<file path="src/sv/fsbt_pkg.sv">
`timescale 1ns / 1ps
`default_nettype none
package fsbt_pkg;

  localparam int FRAC_BITS_DEF = 16;
  localparam int PHASE_W       = 18;
  localparam int DUR_W         = 24;
  localparam int VAL_W         = 32;
  localparam int CFG_IDX_W     = 3;

  typedef enum logic [CFG_IDX_W-1:0] {
    REG_START_X     = 3'd0,
    REG_START_Y     = 3'd1,
    REG_START_Z     = 3'd2,
    REG_END_X       = 3'd3,
    REG_END_Y       = 3'd4,
    REG_END_Z       = 3'd5,
    REG_LIFT_HEIGHT = 3'd6
  } cfg_reg_t;

  localparam logic [VAL_W-1:0] VAL_MAX = 32'h7fff_ffff;
  localparam logic [VAL_W-1:0] VAL_MIN = 32'h8000_0000;

  // Applies a sign to a magnitude and clamps the result to the signed 32-bit range.
  function automatic logic [VAL_W-1:0] sat_mag(input logic neg, input logic ovf,
                                               input logic [VAL_W-1:0] mag);
    logic [VAL_W-1:0] r;
    if (ovf) begin
      r = neg ? VAL_MIN : VAL_MAX;
    end else if (!neg) begin
      r = mag[VAL_W-1] ? VAL_MAX : mag;
    end else if (mag > VAL_MIN) begin
      r = VAL_MIN;
    end else begin
      r = VAL_W'(0) - mag;
    end
    return r;
  endfunction

endpackage
`default_nettype wire

</file>
<file path="src/sv/fsbt_div.sv">
`timescale 1ns / 1ps
`default_nettype none
module fsbt_div import fsbt_pkg::*; #(
  parameter int LANES = 1,
  parameter int NW    = 64,
  parameter int QB    = 32,
  parameter int DW    = DUR_W,
  parameter int SBW   = 1
) (
  input  logic                        clk,
  input  logic                        en,
  input  logic [LANES-1:0][NW-1:0]    num,
  input  logic [DW-1:0]               den,
  input  logic [SBW-1:0]              sb,
  output logic [LANES-1:0][QB-1:0]    quo,
  output logic [LANES-1:0]            ovf,
  output logic [DW-1:0]               den_out,
  output logic [SBW-1:0]              sb_out
);

  logic [LANES-1:0][DW-1:0] rem   [QB+1];
  logic [LANES-1:0][QB-1:0] low   [QB+1];
  logic [LANES-1:0]         ov    [QB+1];
  logic [DW-1:0]            dens  [QB+1];
  logic [SBW-1:0]           sbs   [QB+1];
  logic [LANES-1:0][DW:0]   trial [QB+1];
  logic [LANES-1:0]         ge    [QB+1];

  // One quotient bit per stage: shift in the next numerator bit, subtract if it fits.
  always_comb begin
    for (int j = 0; j <= QB; j++) begin
      for (int l = 0; l < LANES; l++) begin
        trial[j][l] = {rem[j][l], low[j][l][QB-1]};
        ge[j][l]    = trial[j][l] >= {1'b0, dens[j]};
      end
    end
  end

  always_ff @(posedge clk) begin
    if (en) begin
      dens[0] <= den;
      sbs[0]  <= sb;
      for (int l = 0; l < LANES; l++) begin
        rem[0][l] <= DW'(num[l] >> QB);
        low[0][l] <= num[l][QB-1:0];
        ov[0][l]  <= (NW+DW)'(num[l]) >= ((NW+DW)'(den) << QB);
      end
      for (int j = 1; j <= QB; j++) begin
        dens[j] <= dens[j-1];
        sbs[j]  <= sbs[j-1];
        ov[j]   <= ov[j-1];
        for (int l = 0; l < LANES; l++) begin
          rem[j][l] <= ge[j-1][l] ? DW'(trial[j-1][l] - {1'b0, dens[j-1]})
                                  : trial[j-1][l][DW-1:0];
          low[j][l] <= {low[j-1][l][QB-2:0], ge[j-1][l]};
        end
      end
    end
  end

  assign quo     = low[QB];
  assign ovf     = ov[QB];
  assign den_out = dens[QB];
  assign sb_out  = sbs[QB];

endmodule
`default_nettype wire

</file>
<file path="config.mk">
export PLATFORM = sky130hd
export DESIGN_NAME = fsbt_div
export DESIGN_NICKNAME = d
export VERILOG_FILES = /design/src/sv/fsbt_pkg.sv /design/src/sv/fsbt_div.sv
export SDC_FILE = /design/constraint.sdc
export NUM_CORES = 2
export LEC_CHECK = 0
export ABC_AREA = 0
export BUFFER_PORTS_ARGS = -buffer_cell sky130_fd_sc_hd__buf_2
export CORE_MARGIN = 2
export CORE_UTILIZATION = 30
export CTS_BUF_LIST = sky130_fd_sc_hd__clkbuf_4 sky130_fd_sc_hd__clkbuf_8
export CTS_CLUSTER_DIAMETER = 40
export DETAILED_ROUTE_END_ITERATION = 16
export GPL_ROUTABILITY_DRIVEN = 0
export SYNTH_ARGS = -nofsm -noshare
export SYNTH_HDL_FRONTEND = slang
export SYNTH_SLANG_ARGS = --single-unit
</file>
<file path="constraint.sdc">
create_clock -name clk -period 9.95 [get_ports clk]
set_input_delay 0 -clock clk [delete_from_list [all_inputs] [get_ports clk]]
set_output_delay 0 -clock clk [all_outputs]
set_load 0.02 [all_outputs]
</file>
---- After elaboration in Yosys (flattened, before gate mapping) ----
Memories as Yosys holds them, arrays and structs flattened.
Index checks and enable logic that the tools add are counted.
storage, ports and cells
  bits in writable memories ............... 2,706
  register bits after elaboration ......... 0
  bits of input ports ..................... 91
  memories kept ........................... 5
  output and inout port bits .............. 58
  word-level logic and storage cells ...... 104
operators by class
  magnitude comparators ................... 33
  muxes and demuxes ....................... 34
  $add $sub $neg .......................... 32
memories
  memory  depth  width  read ports  clocked after Yosys merged registers in  wr ports  line            source
  low     33     32     33          0                                        33        fsbt_div.sv:22  logic [LANES-1:0][QB-1:0] low [QB+1];
  dens    33     24     33          0                                        33        fsbt_div.sv:24  logic [DW-1:0] dens [QB+1];
  rem     33     24     32          0                                        33        fsbt_div.sv:21  logic [LANES-1:0][DW-1:0] rem [QB+1];
  ov      33     1      33          0                                        33        fsbt_div.sv:23  logic [LANES-1:0] ov [QB+1];
  sbs     33     1      33          0                                        33        fsbt_div.sv:25  logic [SBW-1:0] sbs [QB+1];
operators with widths
  kind                                          count
  greater-or-equal comparator 25 x 24 -> 1 bit  32
  two-way mux 24 bit                            32
  subtractor 24 bit                             32
  greater-or-equal comparator 64 x 56 -> 1 bit  1
  two-way mux 1 bit                             2

---- Logic depth before layout (Yosys ltp) ----
  word-level depth ........................ 2
  depth in mapped cells ................... 15

---- Worst setup path before layout ----
No wires, ideal clock.
  kind .................................... register to register
  start ................................... mem dens[27][1] (netlist bit)
  end ..................................... mem rem[0][678] (netlist bit), data pin
  slack ................................... 6.512 ns
  path buffers ............................ 1
  library setup time ...................... 0.260 ns
  data arrival time ....................... 3.178 ns
  clock period less this slack ............ 3.438 ns
  stages on the path, launching flop included .. 14
  cell sequence ........................... edfxtp_1 inv_1 ha_1 nor2b_4 o31a_1 o311a_1 o31ai_4 nand3b_2 a31oi_4 o21a_4 nand3_2 a311oi_4 buf_6 mux2_4
RTL lines
  item             line
  start, declared  fsbt_div.sv:24
  end, declared    fsbt_div.sv:21

==> out/qor.txt <==
status: finished clean
HP Class: in2reg
Most used DFF post-synth: edfxtp_1
relative slew slack: 9.311%
max cap viols: 0
first-pass GRT wire length: 410.8 mm
fin util: 35.18%
GRT Overall Usage: 11.61%
CTS tree: yes
WS Path Type: reg2reg
CP max FO: 20
skew final: 118.1 ps
Final Hold Viols: 0
RSZ-0062 raised after global routing: no
ys async rst share: 0%
Pwr Density: 310.5 mW/mm^2
Mean Syn Cell Area: 13.22 um^2
share of cells above drive strength 1: 14.04%
#FFs+latches synth: 2,682
Mapped Nets: 10,590
setup TNS: 0 ps
Std-Cell Rows: 239
vias in the first global route: 76,990
first-pass iteration count of the detailed router: 6
CTS Buf Count: 551
Startpoint Class: flip-flop
drt wl/cell: 15.50 um
Tcrit/Tclk final: 43.19%
antenna violations before repair: 3
Worst EP arrival: 5190 ps
Clock Pin Slew Worst Setup and Hold Paths: 50 ps
placed cell areas: 0.1356 mm^2
Critical Path Max Stage Delay: 570 ps
Max Clock Freq: 232.7 MHz
total clock sinks: 2,682
area leader, netlist: edfxtp_1
synth-to-layout area growth: 16.61%
switching portion of total power: 33.99%
Seq/Total Area, Yosys: 62.96%
Synth Warn #: 0
Area contributors post-synth: edfxtp_1, ha_1, mux2_2
cell area after synthesis: 0.1279 mm^2
routed vias/inst: 4.618
IO Count: 149
Max H-tree Level: 6
Critical Path Start: dens[24][1]
Worst-Margin Slew: 1348 ps
Leak: 58.08 nW
Vias: 76,460
element type at the critical path end: flip-flop
total gr overflow: 0
DIE AREA: 0.4316 mm^2
fin area: 0.1492 mm^2
DRC: 0
Die X: 657.0 um
cells along the critical path: inv_1 -> ha_1 -> nor2b_1 -> o31ai_1 -> a211oi_1 -> o21ai_0 -> a21oi_1 -> o21a_1 -> nor2_1 -> o21ai_1 -> a211oi_4 -> buf_4 -> mux2_2
post-synthesis cell count: 9,674
Core Area: 0.4240 mm^2
Clock Path Buffers: 4
worst path required time: 10,850 ps
port bufs: 148
initial core utilization: 30.17%
clock tree root buffer cell: clkbuf_8
combinational group share of total power: 37.3%
largest net degree at the start of global routing: 183
Distinct cells, synth: 106
DP HPWL: 176.9 mm
Peak VDD IR: 142.8 uV
post-route minimum period: 4298 ps
nets: 11,390
Setup violations, final: 0
Antenna Nets Post-Route: 0
DR iter-0 viols: 4,555
area fraction of the dominant cell type after synthesis: 62.96%
wirelength, routed: 256.6 mm
Net Sw Power: 0.01574 W
min-delay src: den[11]
Skew-Pair Late Insertion Delay: 1170 ps
crit path max-delay cell type: o21ai_0
R2R Path Start: dens[24][1]
Slew Viols, Final: 0
Post-synth EDFFs: 2,682
Flop pwr share: 36.9%
Die Span Y: 657.0 um
Clock Power Share: 25.8%
internal power: 0.03057 W
## area by class of cell
cell class | count | area (um^2)
Antenna cell | 5 | 12.51
Clock buffer | 681 | 8628
Clock inverter | 292 | 2815
Fill cell | 41210 | 274900
Inverter | 991 | 3720
Multi-Input combinational cell | 5827 | 42940
Sequential cell | 2682 | 80540
Tap cell | 5663 | 7086
Timing Repair Buffer | 418 | 3431
## per-layer routing
metal | GRT usage, % | wire length (um)
met4 | 5.152 | 10300
met5 | 0 | 0
met3 | 2.145 | 12090
met1 | 14.34 | 111300
met2 | 19.74 | 122900
## Yosys cell counts, drive strengths merged (13+ instances only)
cell type and n:
nand4 100, nor2 486, mux2 366, clkbuf 94, mux2i 40, nand2b 103, edfxtp 2682, xor2 230
o21ai 539, o2111ai 15, a21boi 35, or2 25, o31ai 57, o311ai 13, nand2 513, and3 69
nor2b 118, xnor2 355, a211o 28, a41oi 13, and4 20, buf 80, nor4 42, o21a 116
nor3b 13, and2 26, ha 792, o31a 38, nor3 121, a21oi 682, o21bai 76, nand3 149
o211ai 33, fa 31, a211oi 42, or3 31, a21o 273, a31oi 65, inv 991, o41ai 21
a31o 13
## cell usage in the layout (no fill, tap or decap), types with 26 or more instances in the layout
cell           count
o31ai_1           52
edfxtp_1        2682
o31a_1            38
nand3_1          148
o211ai_1          32
bufinv_16         46
a211o_1           28
dlygate4sd3_1    204
and3_1            69
a31oi_1           62
and2_1            26
a21o_1           273
nand2b_1         102
o21bai_1          76
o21a_1           115
inv_1            988
fa_1              31
clkinvlp_4        44
a21oi_1          680
clkbuf_8         562
buf_2            147
o21ai_0          520
nor2_1           486
or3_1             31
a211oi_1          37
clkbuf_4         119
nor4_1            39
mux2i_1           40
nor3_1           120
nor2b_1          117
nand2_1          513
mux2_2           336
ha_1             792
nand4_1          100
xor2_1           230
xnor2_1          355
a21boi_0          31
clkinv_2          68
buf_4             55
clkinv_1          94
## metrics by stage
stage | power, W | setup WS (ps) | hold WS, ps | std cells
2_1_floorplan | 0.03019 | 6512 | 98.87 | 9674
3_3_place_gp | 0.03418 | 5740 | 184.4 | 15380
3_5_place_dp | 0.03440 | 5691 | 181.6 | 15380
4_1_cts | 0.04683 | 5661 | 0.5862 | 16550
5_1_grt | 0.04966 | 5350 | 90.95 | 16560
6_report | 0.04631 | 5652 | 154.3 | 16560
## repair_timing
action                    in CTS  in global routing
setup buffers                  0                  0
hold endpoints to repair    1154                  0
hold buffers                 205                  0
gates resized for setup        0                  0
## power groups by stage
stage               Clock, W  Sequential [W]  Combinational (W)
finish                0.0119          0.0171             0.0173
global route          0.0129          0.0173             0.0194
CTS                   0.0124          0.0171             0.0173
detailed placement         0          0.0173             0.0171
global placement           0          0.0173             0.0169
floorplan                  0          0.0167             0.0135
## worst max-delay path: cells and delay by family (launching register included)
family,cells,cell delay (ps)
DFF,1,420
AOI/OAI and AO/OA,7,2240
adders and majority gates,1,230
and+or+nand+nor,2,290
buffers and inverters,2,450
muxes,1,380
## final timing paths
kind	to	slack, ps	cells after the start
max	rem[0][605]	5650	13
min	dens[0][11]	150	3
max reg2reg	rem[0][605]	5650	13
min reg2reg	low[0][769]	320	0
## flip-flops by register name, indices dropped and copies added, names as in the netlist
register  flops
dens        792
low        1056
sbs          33
rem         768
ov           33
## kinds of logic after synthesis
| kind of cell | after synthesis | synth area share (%) |
|---|---|---|
| mux | 406 | 3.564 |
| compound gates | 2167 | 10.70 |
| simple gates | 1846 | 6.949 |
| flops | 2682 | 62.96 |
| xor+xnor | 585 | 4.005 |
| fa+ha+maj | 823 | 8.232 |
| buf+inv | 1165 | 3.586 |
Note: power is estimated with default switching activity, not from simulation.
